[config.mk]
export PLATFORM = sky130hd
export DESIGN_NAME = encoder_drive_maneuver_control
export DESIGN_NICKNAME = d
export VERILOG_FILES = /design/src/sv/edmc_pkg.sv /design/src/sv/edmc_lane.sv /design/src/sv/encoder_drive_maneuver_control.sv
export SDC_FILE = /design/constraint.sdc
export NUM_CORES = 1
export LEC_CHECK = 0
export ABC_AREA = 1
export ABC_CLOCK_PERIOD_IN_PS = 4400
export BUFFER_PORTS_ARGS = -buffer_cell sky130_fd_sc_hd__buf_4
export CAP_MARGIN = 20
export CELL_PAD_IN_SITES_DETAIL_PLACEMENT = 0
export CELL_PAD_IN_SITES_GLOBAL_PLACEMENT = 2
export CORE_MARGIN = 2
export CORE_UTILIZATION = 35
export DETAILED_ROUTE_END_ITERATION = 6
export PLACE_DENSITY = 0.76
export SETUP_SLACK_MARGIN = 0.1
export SYNTH_ARGS = -nofsm -noshare
export SYNTH_HDL_FRONTEND = slang
export SYNTH_SLANG_ARGS = --single-unit
[constraint.sdc]
create_clock -name clock -period 4.4 [get_ports clock]
set_clock_uncertainty 0.15 [all_clocks]
set_input_delay 0.22 -clock clock [delete_from_list [all_inputs] [get_ports clock]]
set_output_delay 0.22 -clock clock [all_outputs]
set_load 0.005 [all_outputs]
[src/sv/edmc_pkg.sv]
package edmc_pkg;

   // encoder count width; targets and the serial passes follow from it (16 to 32)
   localparam int COUNT_BITS      = 32;
   localparam int COUNT_PORT_BITS = 32;
   localparam int AMOUNT_BITS     = 16;
   localparam int DRIVE_BITS      = 16;
   localparam int CPD_BITS        = 16;
   localparam int BYTE_BITS       = 8;
   localparam int CSR_INDEX_BITS  = 2;
   localparam int CSR_DATA_BITS   = 16;

   // gain * remaining + min is COUNT_BITS + BYTE_BITS + 1 bits wide
   localparam int STEP_LAST = COUNT_BITS + BYTE_BITS;
   localparam int STEP_BITS = $clog2(STEP_LAST + 1);

   localparam logic [CPD_BITS-1:0]  CPD_RESET  = CPD_BITS'(10);
   localparam logic [BYTE_BITS-1:0] DPD_RESET  = BYTE_BITS'(1);
   localparam logic [BYTE_BITS-1:0] GAIN_RESET = BYTE_BITS'(1);
   localparam logic [BYTE_BITS-1:0] MIN_RESET  = BYTE_BITS'(30);

   typedef logic [STEP_BITS-1:0] step_type;

   typedef enum logic [1:0] {
      CMD_TICK     = 2'd0,
      CMD_STRAIGHT = 2'd1,
      CMD_TURN     = 2'd2
   } cmd_type;

   typedef enum logic [1:0] {
      MODE_IDLE     = 2'd0,
      MODE_STRAIGHT = 2'd1,
      MODE_TURN     = 2'd2
   } mode_type;

   typedef enum logic [1:0] {
      SEQ_IDLE,
      SEQ_START,
      SEQ_TICK,
      SEQ_FINISH
   } seq_type;

   typedef enum logic [CSR_INDEX_BITS-1:0] {
      REG_CPD  = 2'd0,
      REG_DPD  = 2'd1,
      REG_GAIN = 2'd2,
      REG_MIN  = 2'd3
   } reg_type;

   typedef struct packed {
      logic load;     // capture count, clear serial carries
      logic start;    // 1: target = count + offset, 0: remaining = target - count
      logic sel;      // this wheel takes the offset on a start
      logic shift;    // count and target advance one bit
      logic run;      // drive multiplier and min adder advance one bit
      logic low_win;  // drive bit falls inside the 16 output bits
   } lane_ctl_type;

endpackage

[src/sv/edmc_lane.sv]
module edmc_lane (
   input  logic                                clock,
   input  logic                                reset,
   input  edmc_pkg::lane_ctl_type              ctl,
   input  logic [edmc_pkg::COUNT_BITS-1:0]     count,
   input  logic                                off_bit,
   input  logic [edmc_pkg::BYTE_BITS-1:0]      gain,
   input  logic [edmc_pkg::BYTE_BITS-1:0]      min_drive,
   output logic                                short_of,
   output logic [edmc_pkg::DRIVE_BITS-1:0]     drive
);

   logic [edmc_pkg::COUNT_BITS-1:0] cnt_ff, cnt_in;
   logic [edmc_pkg::COUNT_BITS-1:0] tgt_ff, tgt_in;
   logic                            ca_ff, ca_in;
   logic                            nz_ff, nz_in;
   logic [edmc_pkg::BYTE_BITS-1:0]  acc_ff, acc_in;
   logic [edmc_pkg::BYTE_BITS-1:0]  mn_ff, mn_in;
   logic                            cy_ff, cy_in;
   logic [edmc_pkg::DRIVE_BITS-1:0] drv_ff, drv_in;
   logic                            over_ff, over_in;

   logic [1:0]                      add_sum;
   logic [1:0]                      sub_dif;
   logic                            dbit;
   logic [edmc_pkg::BYTE_BITS:0]    prod;
   logic [1:0]                      drv_sum;

   always_comb begin
      add_sum = {1'b0, cnt_ff[0]} + {1'b0, ctl.sel & off_bit} + {1'b0, ca_ff};
      // bit 1 is the borrow
      sub_dif = {1'b0, tgt_ff[0]} - {1'b0, cnt_ff[0]} - {1'b0, ca_ff};
      dbit    = ctl.shift & ~ctl.start & sub_dif[0];
      prod    = {1'b0, acc_ff} + (dbit ? {1'b0, gain} : '0);
      drv_sum = {1'b0, prod[0]} + {1'b0, mn_ff[0]} + {1'b0, cy_ff};
   end

   always_comb begin
      cnt_in  = cnt_ff;
      tgt_in  = tgt_ff;
      ca_in   = ca_ff;
      nz_in   = nz_ff;
      acc_in  = acc_ff;
      mn_in   = mn_ff;
      cy_in   = cy_ff;
      drv_in  = drv_ff;
      over_in = over_ff;
      if (ctl.load) begin
         cnt_in  = count;
         ca_in   = 1'b0;
         nz_in   = 1'b0;
         acc_in  = '0;
         mn_in   = min_drive;
         cy_in   = 1'b0;
         over_in = 1'b0;
      end else begin
         if (ctl.shift) begin
            cnt_in = cnt_ff >> 1;
            // a tick rotates the target so it is whole again after the pass
            tgt_in = {(ctl.start ? add_sum[0] : tgt_ff[0]),
                      tgt_ff[edmc_pkg::COUNT_BITS-1:1]};
            ca_in  = ctl.start ? add_sum[1] : sub_dif[1];
            if (!ctl.start) begin
               nz_in = nz_ff | sub_dif[0];
            end
         end
         if (ctl.run) begin
            acc_in = prod[edmc_pkg::BYTE_BITS:1];
            mn_in  = mn_ff >> 1;
            cy_in  = drv_sum[1];
            if (ctl.low_win) begin
               drv_in = {drv_sum[0], drv_ff[edmc_pkg::DRIVE_BITS-1:1]};
            end else begin
               over_in = over_ff | drv_sum[0];
            end
         end
      end
   end

   always_ff @(posedge clock) begin
      if (reset) begin
         tgt_ff <= '0;
      end else begin
         tgt_ff <= tgt_in;
      end
   end

   always_ff @(posedge clock) begin
      cnt_ff  <= cnt_in;
      ca_ff   <= ca_in;
      nz_ff   <= nz_in;
      acc_ff  <= acc_in;
      mn_ff   <= mn_in;
      cy_ff   <= cy_in;
      drv_ff  <= drv_in;
      over_ff <= over_in;
   end

   // no final borrow and a nonzero difference: count < target
   assign short_of = ~ca_ff & nz_ff;
   assign drive    = over_ff ? '1 : drv_ff;

endmodule

[src/sv/encoder_drive_maneuver_control.sv]
// Two-wheel encoder move controller. A straight command (1) sets both wheel targets to the
// current count plus counts_per_distance * distance (negative distance counts as zero); a
// turn command (2) adds distance_per_degree * counts_per_distance * |degrees| to the right
// wheel for positive degrees, else to the left, and is refused while a move is active.
// A tick (0) during a move returns each short wheel's drive, gain * remaining + min_drive
// saturated at 65535, and ends the move (done and stop) when the straight or turn rule says
// so. All arithmetic is bit serial, one bit per cycle: the serial pass of an accepted start or
// of a tick of an active move is as long as the widest product needs, gain times a COUNT_BITS
// remainder plus min_drive. Refused starts, idle ticks and command three skip the pass and
// answer straight into the output register. The result sits in an output register, so a
// pass may start while it waits.
// Configuration writes are taken at any time and must only be made while the block is idle.
module encoder_drive_maneuver_control (
   input  logic                                    clock,
   input  logic                                    reset,
   input  logic                                    req_valid,
   output logic                                    req_stall,
   input  logic [1:0]                              req_command,
   input  logic signed [edmc_pkg::AMOUNT_BITS-1:0] req_amount,
   input  logic [edmc_pkg::COUNT_PORT_BITS-1:0]    req_right_count,
   input  logic [edmc_pkg::COUNT_PORT_BITS-1:0]    req_left_count,
   output logic                                    rsp_valid,
   input  logic                                    rsp_stall,
   output logic                                    rsp_accepted,
   output logic                                    rsp_done_res,
   output logic [edmc_pkg::DRIVE_BITS-1:0]         rsp_right_drive,
   output logic [edmc_pkg::DRIVE_BITS-1:0]         rsp_left_drive,
   output logic                                    rsp_stop_pulse,
   input  logic                                    csr_valid,
   output logic                                    csr_ready,
   input  logic [edmc_pkg::CSR_INDEX_BITS-1:0]     csr_index,
   input  logic [edmc_pkg::CSR_DATA_BITS-1:0]      csr_wdata
);

   localparam int AB = edmc_pkg::AMOUNT_BITS;
   localparam int BB = edmc_pkg::BYTE_BITS;
   localparam int CB = edmc_pkg::CPD_BITS;

   edmc_pkg::seq_type  seq_ff, seq_in;
   edmc_pkg::step_type step_ff, step_in;
   edmc_pkg::mode_type mode_ff, mode_in;

   logic [CB-1:0] cpd_ff;
   logic [BB-1:0] dpd_ff, gain_ff, min_ff;

   // offset unit: serial magnitude into two chained serial-parallel multipliers
   logic [AB-1:0] amt_ff, amt_in;
   logic          neg_ff, neg_in;
   logic          seen_ff, seen_in;
   logic          zero_ff, zero_in;
   logic [BB-1:0] p1_ff, p1_in;
   logic [BB-1:0] acc1_ff, acc1_in;
   logic          m1_ff, m1_in;
   logic [CB-1:0] acc2_ff, acc2_in;
   logic          sel_r_ff, sel_r_in;
   logic          sel_l_ff, sel_l_in;
   logic          tick_ff, tick_in;

   logic                            rsp_valid_ff, rsp_valid_in;
   logic                            acc_ff, done_ff, stop_ff;
   logic [edmc_pkg::DRIVE_BITS-1:0] rd_ff, ld_ff;

   edmc_pkg::cmd_type      cmd;
   edmc_pkg::lane_ctl_type ctl_base, ctl_r, ctl_l;
   logic                   active, pass_item, out_free, req_take;
   logic                   lane_load, off_run, imm_write, finish_write;
   logic                   mag_bit, off_bit, turn_right, go;
   logic [BB:0]            sum1;
   logic [CB:0]            sum2;
   logic                   r_short, l_short;
   logic [edmc_pkg::DRIVE_BITS-1:0] r_drive, l_drive;

   // command decode
   always_comb begin
      cmd    = edmc_pkg::cmd_type'(req_command);
      active = (mode_ff == edmc_pkg::MODE_STRAIGHT) || (mode_ff == edmc_pkg::MODE_TURN);
      case (cmd)
         edmc_pkg::CMD_TICK:     pass_item = active;
         edmc_pkg::CMD_STRAIGHT: pass_item = ~active;
         edmc_pkg::CMD_TURN:     pass_item = ~active;
         default:                pass_item = 1'b0;
      endcase
      out_free   = ~rsp_valid_ff | ~rsp_stall;
      req_stall  = (seq_ff != edmc_pkg::SEQ_IDLE) | (~pass_item & ~out_free);
      req_take   = req_valid & ~req_stall;
      turn_right = ~req_amount[AB-1] & (|req_amount);
   end

   // next state
   always_comb begin
      seq_in = seq_ff;
      case (seq_ff)
         edmc_pkg::SEQ_IDLE: begin
            if (req_take && pass_item) begin
               seq_in = (cmd == edmc_pkg::CMD_TICK) ? edmc_pkg::SEQ_TICK : edmc_pkg::SEQ_START;
            end
         end
         edmc_pkg::SEQ_START, edmc_pkg::SEQ_TICK: begin
            if (step_ff == edmc_pkg::step_type'(edmc_pkg::STEP_LAST)) begin
               seq_in = edmc_pkg::SEQ_FINISH;
            end
         end
         edmc_pkg::SEQ_FINISH: begin
            if (out_free) begin
               seq_in = edmc_pkg::SEQ_IDLE;
            end
         end
         default: seq_in = edmc_pkg::SEQ_IDLE;
      endcase
   end

   // sequencer outputs
   always_comb begin
      ctl_base     = '0;
      step_in      = '0;
      off_run      = 1'b0;
      imm_write    = 1'b0;
      finish_write = 1'b0;
      lane_load    = 1'b0;
      case (seq_ff)
         edmc_pkg::SEQ_IDLE: begin
            lane_load     = req_take & pass_item;
            imm_write     = req_take & ~pass_item;
            ctl_base.load = lane_load;
         end
         edmc_pkg::SEQ_START: begin
            step_in        = step_ff + edmc_pkg::step_type'(1);
            off_run        = 1'b1;
            ctl_base.start = 1'b1;
            // offset bit k leaves the second multiplier at step k + 1
            ctl_base.shift = (step_ff >= edmc_pkg::step_type'(1)) &&
                             (step_ff <= edmc_pkg::step_type'(edmc_pkg::COUNT_BITS));
         end
         edmc_pkg::SEQ_TICK: begin
            step_in          = step_ff + edmc_pkg::step_type'(1);
            ctl_base.shift   = step_ff < edmc_pkg::step_type'(edmc_pkg::COUNT_BITS);
            ctl_base.run     = 1'b1;
            ctl_base.low_win = step_ff < edmc_pkg::step_type'(edmc_pkg::DRIVE_BITS);
         end
         edmc_pkg::SEQ_FINISH: begin
            finish_write = out_free;
         end
         default: begin
            step_in = '0;
         end
      endcase
      ctl_r     = ctl_base;
      ctl_r.sel = sel_r_ff;
      ctl_l     = ctl_base;
      ctl_l.sel = sel_l_ff;
   end

   // offset unit datapath
   always_comb begin
      // two's complement negate bit by bit: flip every bit above the lowest one
      mag_bit = (amt_ff[0] ^ (neg_ff & seen_ff)) & ~zero_ff;
      sum1    = {1'b0, acc1_ff} + (mag_bit ? {1'b0, p1_ff} : '0);
      sum2    = {1'b0, acc2_ff} + (m1_ff ? {1'b0, cpd_ff} : '0);
      off_bit = sum2[0];

      amt_in   = amt_ff;
      neg_in   = neg_ff;
      seen_in  = seen_ff;
      zero_in  = zero_ff;
      p1_in    = p1_ff;
      acc1_in  = acc1_ff;
      m1_in    = m1_ff;
      acc2_in  = acc2_ff;
      sel_r_in = sel_r_ff;
      sel_l_in = sel_l_ff;
      tick_in  = tick_ff;
      if (lane_load) begin
         amt_in   = req_amount;
         neg_in   = req_amount[AB-1];
         seen_in  = 1'b0;
         zero_in  = (cmd == edmc_pkg::CMD_STRAIGHT) & req_amount[AB-1];
         p1_in    = (cmd == edmc_pkg::CMD_TURN) ? dpd_ff : BB'(1);
         acc1_in  = '0;
         m1_in    = 1'b0;
         acc2_in  = '0;
         sel_r_in = (cmd == edmc_pkg::CMD_STRAIGHT) | turn_right;
         sel_l_in = (cmd == edmc_pkg::CMD_STRAIGHT) | ~turn_right;
         tick_in  = cmd == edmc_pkg::CMD_TICK;
      end else if (off_run) begin
         // sign fill keeps the magnitude exact above the amount's width
         amt_in  = {amt_ff[AB-1], amt_ff[AB-1:1]};
         seen_in = seen_ff | amt_ff[0];
         acc1_in = sum1[BB:1];
         m1_in   = sum1[0];
         acc2_in = sum2[CB:1];
      end
   end

   edmc_lane u_lane_right (
      .clock     (clock),
      .reset     (reset),
      .ctl       (ctl_r),
      .count     (req_right_count[edmc_pkg::COUNT_BITS-1:0]),
      .off_bit   (off_bit),
      .gain      (gain_ff),
      .min_drive (min_ff),
      .short_of  (r_short),
      .drive     (r_drive)
   );

   edmc_lane u_lane_left (
      .clock     (clock),
      .reset     (reset),
      .ctl       (ctl_l),
      .count     (req_left_count[edmc_pkg::COUNT_BITS-1:0]),
      .off_bit   (off_bit),
      .gain      (gain_ff),
      .min_drive (min_ff),
      .short_of  (l_short),
      .drive     (l_drive)
   );

   // move mode and result
   always_comb begin
      go = (mode_ff == edmc_pkg::MODE_TURN) ? (r_short | l_short) : (r_short & l_short);
      mode_in = mode_ff;
      if (lane_load && (cmd == edmc_pkg::CMD_STRAIGHT)) begin
         mode_in = edmc_pkg::MODE_STRAIGHT;
      end else if (lane_load && (cmd == edmc_pkg::CMD_TURN)) begin
         mode_in = edmc_pkg::MODE_TURN;
      end else if (finish_write && tick_ff && !go) begin
         mode_in = edmc_pkg::MODE_IDLE;
      end
      if (imm_write || finish_write) begin
         rsp_valid_in = 1'b1;
      end else begin
         rsp_valid_in = rsp_valid_ff & rsp_stall;
      end
   end

   always_ff @(posedge clock) begin
      if (reset) begin
         seq_ff       <= edmc_pkg::SEQ_IDLE;
         step_ff      <= '0;
         mode_ff      <= edmc_pkg::MODE_IDLE;
         rsp_valid_ff <= 1'b0;
         cpd_ff       <= edmc_pkg::CPD_RESET;
         dpd_ff       <= edmc_pkg::DPD_RESET;
         gain_ff      <= edmc_pkg::GAIN_RESET;
         min_ff       <= edmc_pkg::MIN_RESET;
      end else begin
         seq_ff       <= seq_in;
         step_ff      <= step_in;
         mode_ff      <= mode_in;
         rsp_valid_ff <= rsp_valid_in;
         if (csr_valid && csr_ready) begin
            case (edmc_pkg::reg_type'(csr_index))
               edmc_pkg::REG_CPD:  cpd_ff  <= csr_wdata[CB-1:0];
               edmc_pkg::REG_DPD:  dpd_ff  <= csr_wdata[BB-1:0];
               edmc_pkg::REG_GAIN: gain_ff <= csr_wdata[BB-1:0];
               edmc_pkg::REG_MIN:  min_ff  <= csr_wdata[BB-1:0];
               default: ;
            endcase
         end
      end
   end

   always_ff @(posedge clock) begin
      amt_ff   <= amt_in;
      neg_ff   <= neg_in;
      seen_ff  <= seen_in;
      zero_ff  <= zero_in;
      p1_ff    <= p1_in;
      acc1_ff  <= acc1_in;
      m1_ff    <= m1_in;
      acc2_ff  <= acc2_in;
      sel_r_ff <= sel_r_in;
      sel_l_ff <= sel_l_in;
      tick_ff  <= tick_in;
      if (imm_write) begin
         acc_ff  <= 1'b0;
         done_ff <= cmd == edmc_pkg::CMD_TICK;
         rd_ff   <= '0;
         ld_ff   <= '0;
         stop_ff <= 1'b0;
      end else if (finish_write) begin
         acc_ff  <= ~tick_ff;
         done_ff <= tick_ff & ~go;
         stop_ff <= tick_ff & ~go;
         rd_ff   <= (tick_ff && go && r_short) ? r_drive : '0;
         ld_ff   <= (tick_ff && go && l_short) ? l_drive : '0;
      end
   end

   assign csr_ready       = 1'b1;
   assign rsp_valid       = rsp_valid_ff;
   assign rsp_accepted    = acc_ff;
   assign rsp_done_res    = done_ff;
   assign rsp_right_drive = rd_ff;
   assign rsp_left_drive  = ld_ff;
   assign rsp_stop_pulse  = stop_ff;

endmodule

==> results.sh <==
export IMPL_vias=13100
export IMPL_timing_rr_start="u_lane_left.ca_ff$_SDFFE_PP0P_"
export IMPL_n_fill_cell=4446
export IMPL_antenna_left=0
export IMPL_crit_path_frequent_cell="inv_1"
export IMPL_worstPathCellList="inv_1 -> fa_1 -> nand4_1 -> nor2_1 -> ha_1 -> inv_1 -> fa_1 -> o21ai_0 -> a21oi_1 -> nand2_1 -> nand3_1 -> nand2_1 -> inv_1"
export IMPL_switchingPower_mw=3.55
export IMPL_via_per_inst=4.53
export IMPL_synthFlopType="dfxtp_1"
export IMPL_hp_class="primary input to register"
export IMPL_drv_slew=0
export IMPL_die_area_um2=46900
export IMPL_hp_start="req_command[1]"
export IMPL_antenna_found_initial=0
export IMPL_place_hpwl_um=26000
export IMPL_synth_async_reset_ratio_pct=0
export IMPL_totalPowerFinal_mw=10.7
export IMPL_hold_depth=3
export IMPL_nNetsFinal=2439
export IMPL_clkLatencyLatePin_ps=550
export IMPL_worst_pin_slew_ps=841
export IMPL_gp_congestion=0.806
export IMPL_hold_viol=0
export IMPL_port_buffers=141
export IMPL_coreArea_um2=44400
export IMPL_critPathArrivalTime_ps=3510
export IMPL_finalCriticalPeriod_ps=3210
export IMPL_setup_tns_ps=0
export IMPL_synth_area_per_cell_um2=7.74
export IMPL_crit_family="adder cells"
export IMPL_synthToLayoutAreaGrowth_pct=25.8
export IMPL_cts_made_buffers=40
export IMPL_cpPeakStageDelay_ps=530
export IMPL_r2r_cells=13
export IMPL_seq_area_frac_synth_pct=50.6
export IMPL_num_antenna_cells=0
export IMPL_internal_power_mw=7.17
export IMPL_path_max_fanout=9
export IMPL_start_kind="register"
export IMPL_critPathBufInv=3
export IMPL_grt_usage_pct=17.1
export IMPL_irDropWorstVdd_uv=321
export IMPL_wire_per_inst_um=13.7
export IMPL_seqCellArea_um2=8010
export IMPL_synth_edf_count=134
export IMPL_syn_inst=2045
export IMPL_pwr_share_clk_pct=32.2
export IMPL_cts_tree="built"
export IMPL_synth_net_count=2212
export IMPL_grt_max_degree=81
export IMPL_first_pass_iters=4
export IMPL_multiInputGateArea_um2=6140
export IMPL_grt_pass1_vias=12800
export IMPL_die_x_um=217
export IMPL_first_iter_violations=611
export IMPL_initial_utilization_pct=35.6
export IMPL_synth_cell_types=32
export IMPL_grt_overflow_total=0
export IMPL_slew_headroom_pct=43.9
export IMPL_netlist_area_um2=15800
export IMPL_drive_gt1_share_pct=10.1
export IMPL_status="complete, no violations"
export IMPL_pin_count=143
export IMPL_ff2ff_setup_slack_ps=1190
export IMPL_ys_seq_elements=333
export IMPL_cts_sinks=333
export IMPL_rsz0062_at_grt="false"
export IMPL_cts_path_max_buffers=3
export IMPL_fmax_ghz=0.312
export IMPL_maxCapViolations=0
export IMPL_grt_pass1_wl_um=65600
export IMPL_post_route_period_util_pct=72.9
export IMPL_whs_endpoint="tick_ff$_DFFE_PP_"
export IMPL_cp_required_ps=4710
export IMPL_synth_warnings=0
export IMPL_num_rows=77
export IMPL_die_y_um=217
export IMPL_drc=0
export IMPL_root_buffer="clkbuf_16"
export IMPL_end_kind="register"
export IMPL_setup_viol=0
export IMPL_p_comb_share_pct=27.9
export IMPL_clk_pin_slew_ps=60
export IMPL_wirelength_um=39800
export IMPL_r2r_end="u_lane_left.acc_ff[5]$_SDFFE_PP0P_"
export IMPL_cts_resized=0
export IMPL_cts_max_level=2
export IMPL_p_seq_share_pct=39.9
export IMPL_swShare_pct=33.1
export IMPL_power_density_nw_per_um2=539
export IMPL_p_leak_nw=9.39
export IMPL_worstSetupPathType="register to register"
export IMPL_slowest_stage="fa_1"
## cells in the mapped netlist (all sizes together) (38+ instances only)
master | instances | area [µm²]
ha | 52 | 651
buf | 38 | 209
dfxtp | 199 | 3980
a21oi | 62 | 310
nor2 | 193 | 724
edfxtp | 134 | 4020
nand2 | 629 | 2360
clkbuf | 49 | 184
nand4 | 77 | 482
nand3 | 63 | 315
inv | 343 | 1290
o21ai | 145 | 729
## how the worst max path moves through the flow
stage,cells after the start,start,to
2_1_floorplan,8,mode_ff[0]$_SDFFE_PP0P_,u_lane_left.cnt_ff[0]$_DFFE_PP_
3_3_place_gp,13,u_lane_left.ca_ff$_SDFFE_PP0P_,u_lane_left.acc_ff[5]$_SDFFE_PP0P_
3_5_place_dp,13,u_lane_left.ca_ff$_SDFFE_PP0P_,u_lane_left.acc_ff[5]$_SDFFE_PP0P_
4_1_cts,13,u_lane_left.ca_ff$_SDFFE_PP0P_,u_lane_left.acc_ff[5]$_SDFFE_PP0P_
5_1_grt,13,u_lane_left.ca_ff$_SDFFE_PP0P_,u_lane_left.acc_ff[5]$_SDFFE_PP0P_
6_report,13,u_lane_left.ca_ff$_SDFFE_PP0P_,u_lane_left.acc_ff[5]$_SDFFE_PP0P_
## stage by stage
step | cells | util [%] | setup WS [ps] | hold WS [ps] | cell area, µm²
floorplan | 2045 | - | 1020 | 139 | 15800
global placement | 2718 | 39.3 | 1210 | 275 | 17500
detailed placement | 2718 | 39.3 | 1180 | 280 | 17500
CTS | 2895 | 44.8 | 1170 | 73.0 | 19900
global route | 2896 | 44.8 | 973 | 92.9 | 19900
finish | 2896 | 44.8 | 1190 | 98.4 | 19900
## what timing repair did
item                      in CTS  in global routing
hold buffers                 103                  0
hold endpoints to repair     133                  0
buffers inserted               0                  0
## routing by layer
| layer | up-vias | global-route usage, % | part of all wire, % |
|---|---|---|---|
| li1 | 6881 | - | - |
| met1 | 6005 | 23.6 | 50 |
| met2 | 183 | 27.9 | 45 |
| met3 | 52 | 2.54 | 3.7 |
| met4 | 0 | 4.91 | 1.8 |
| met5 | - | 0 | 0 |
## cells by family (layout without fill, tap and decap cells)
logic type / after synthesis / in the layout / synth area share (%)
simple gates: 975 / 975 / 25.0
compound gates: 225 / 225 / 7.41
other cells: 1 / 1 / 0.0237
flops: 333 / 333 / 50.6
mux: 1 / 1 / 0.0633
fa+ha+maj: 62 / 62 / 5.38
buf+inv: 433 / 692 / 10.7
xor+xnor: 15 / 15 / 0.830
## cell type report
type	count	share of cell area, %
flip-flops and latches	333	40.2
multi-input cells	1279	30.8
repair buffers	272	11.8
inverters	346	6.53
clock buffers	53	5.54
well taps	592	3.72
clock inverters	21	1.35
## cell usage in the layout (no fill, tap or decap), types with 8 or more instances in the layout
cell type and n:
nand2_1 628, inv_1 343, dfxtp_1 199, nor2_1 193, buf_4 166, o21ai_0 144
edfxtp_1 134, dlygate4sd3_1 103, nand4_1 77, a21oi_1 62, nand3_1 62, ha_1 51
clkbuf_16 42, o21bai_1 11, xnor2_1 11, fa_1 10, clkbuf_1 10, nor3_1 8
## flip-flops by register name, indices dropped and copies added, names as in the netlist, 7 cells and up
| register | count |
|---|---|
| u_lane_left.cnt_ff | 32 |
| rsp_left_drive | 16 |
| u_lane_left.tgt_ff | 32 |
| u_lane_right.cnt_ff | 32 |
| u_lane_right.mn_ff | 7 |
| u_lane_left.acc_ff | 8 |
| gain_ff | 8 |
| acc1_ff | 8 |
| rsp_right_drive | 16 |
| u_lane_right.drv_ff | 16 |
| u_lane_left.drv_ff | 16 |
| u_lane_right.tgt_ff | 32 |
| acc2_ff | 16 |
| dpd_ff | 8 |
| u_lane_right.acc_ff | 8 |
| amt_ff | 16 |
| cpd_ff | 16 |
| p1_ff | 8 |
| min_ff | 8 |
## worst register-to-register path, cell delays in order (launching register included)
cell and delay [ps]:
dfxtp_1 370, inv_1 90, fa_1 530, nand4_1 300, nor2_1 230, ha_1 200, inv_1 50, fa_1 390
o21ai_0 390, a21oi_1 150, nand2_1 80, nand3_1 80, nand2_1 60, inv_1 30
## power by group through the flow
stage,clock network (mW),registers (mW),logic (mW)
detailed placement,0,4.33,2.95
finish,3.45,4.27,2.99
CTS,3.58,4.28,3.04
global route,3.69,4.34,3.48
global placement,0,4.32,2.93
floorplan,0,4.27,2.16
Note: power is estimated with default switching activity, not from simulation.
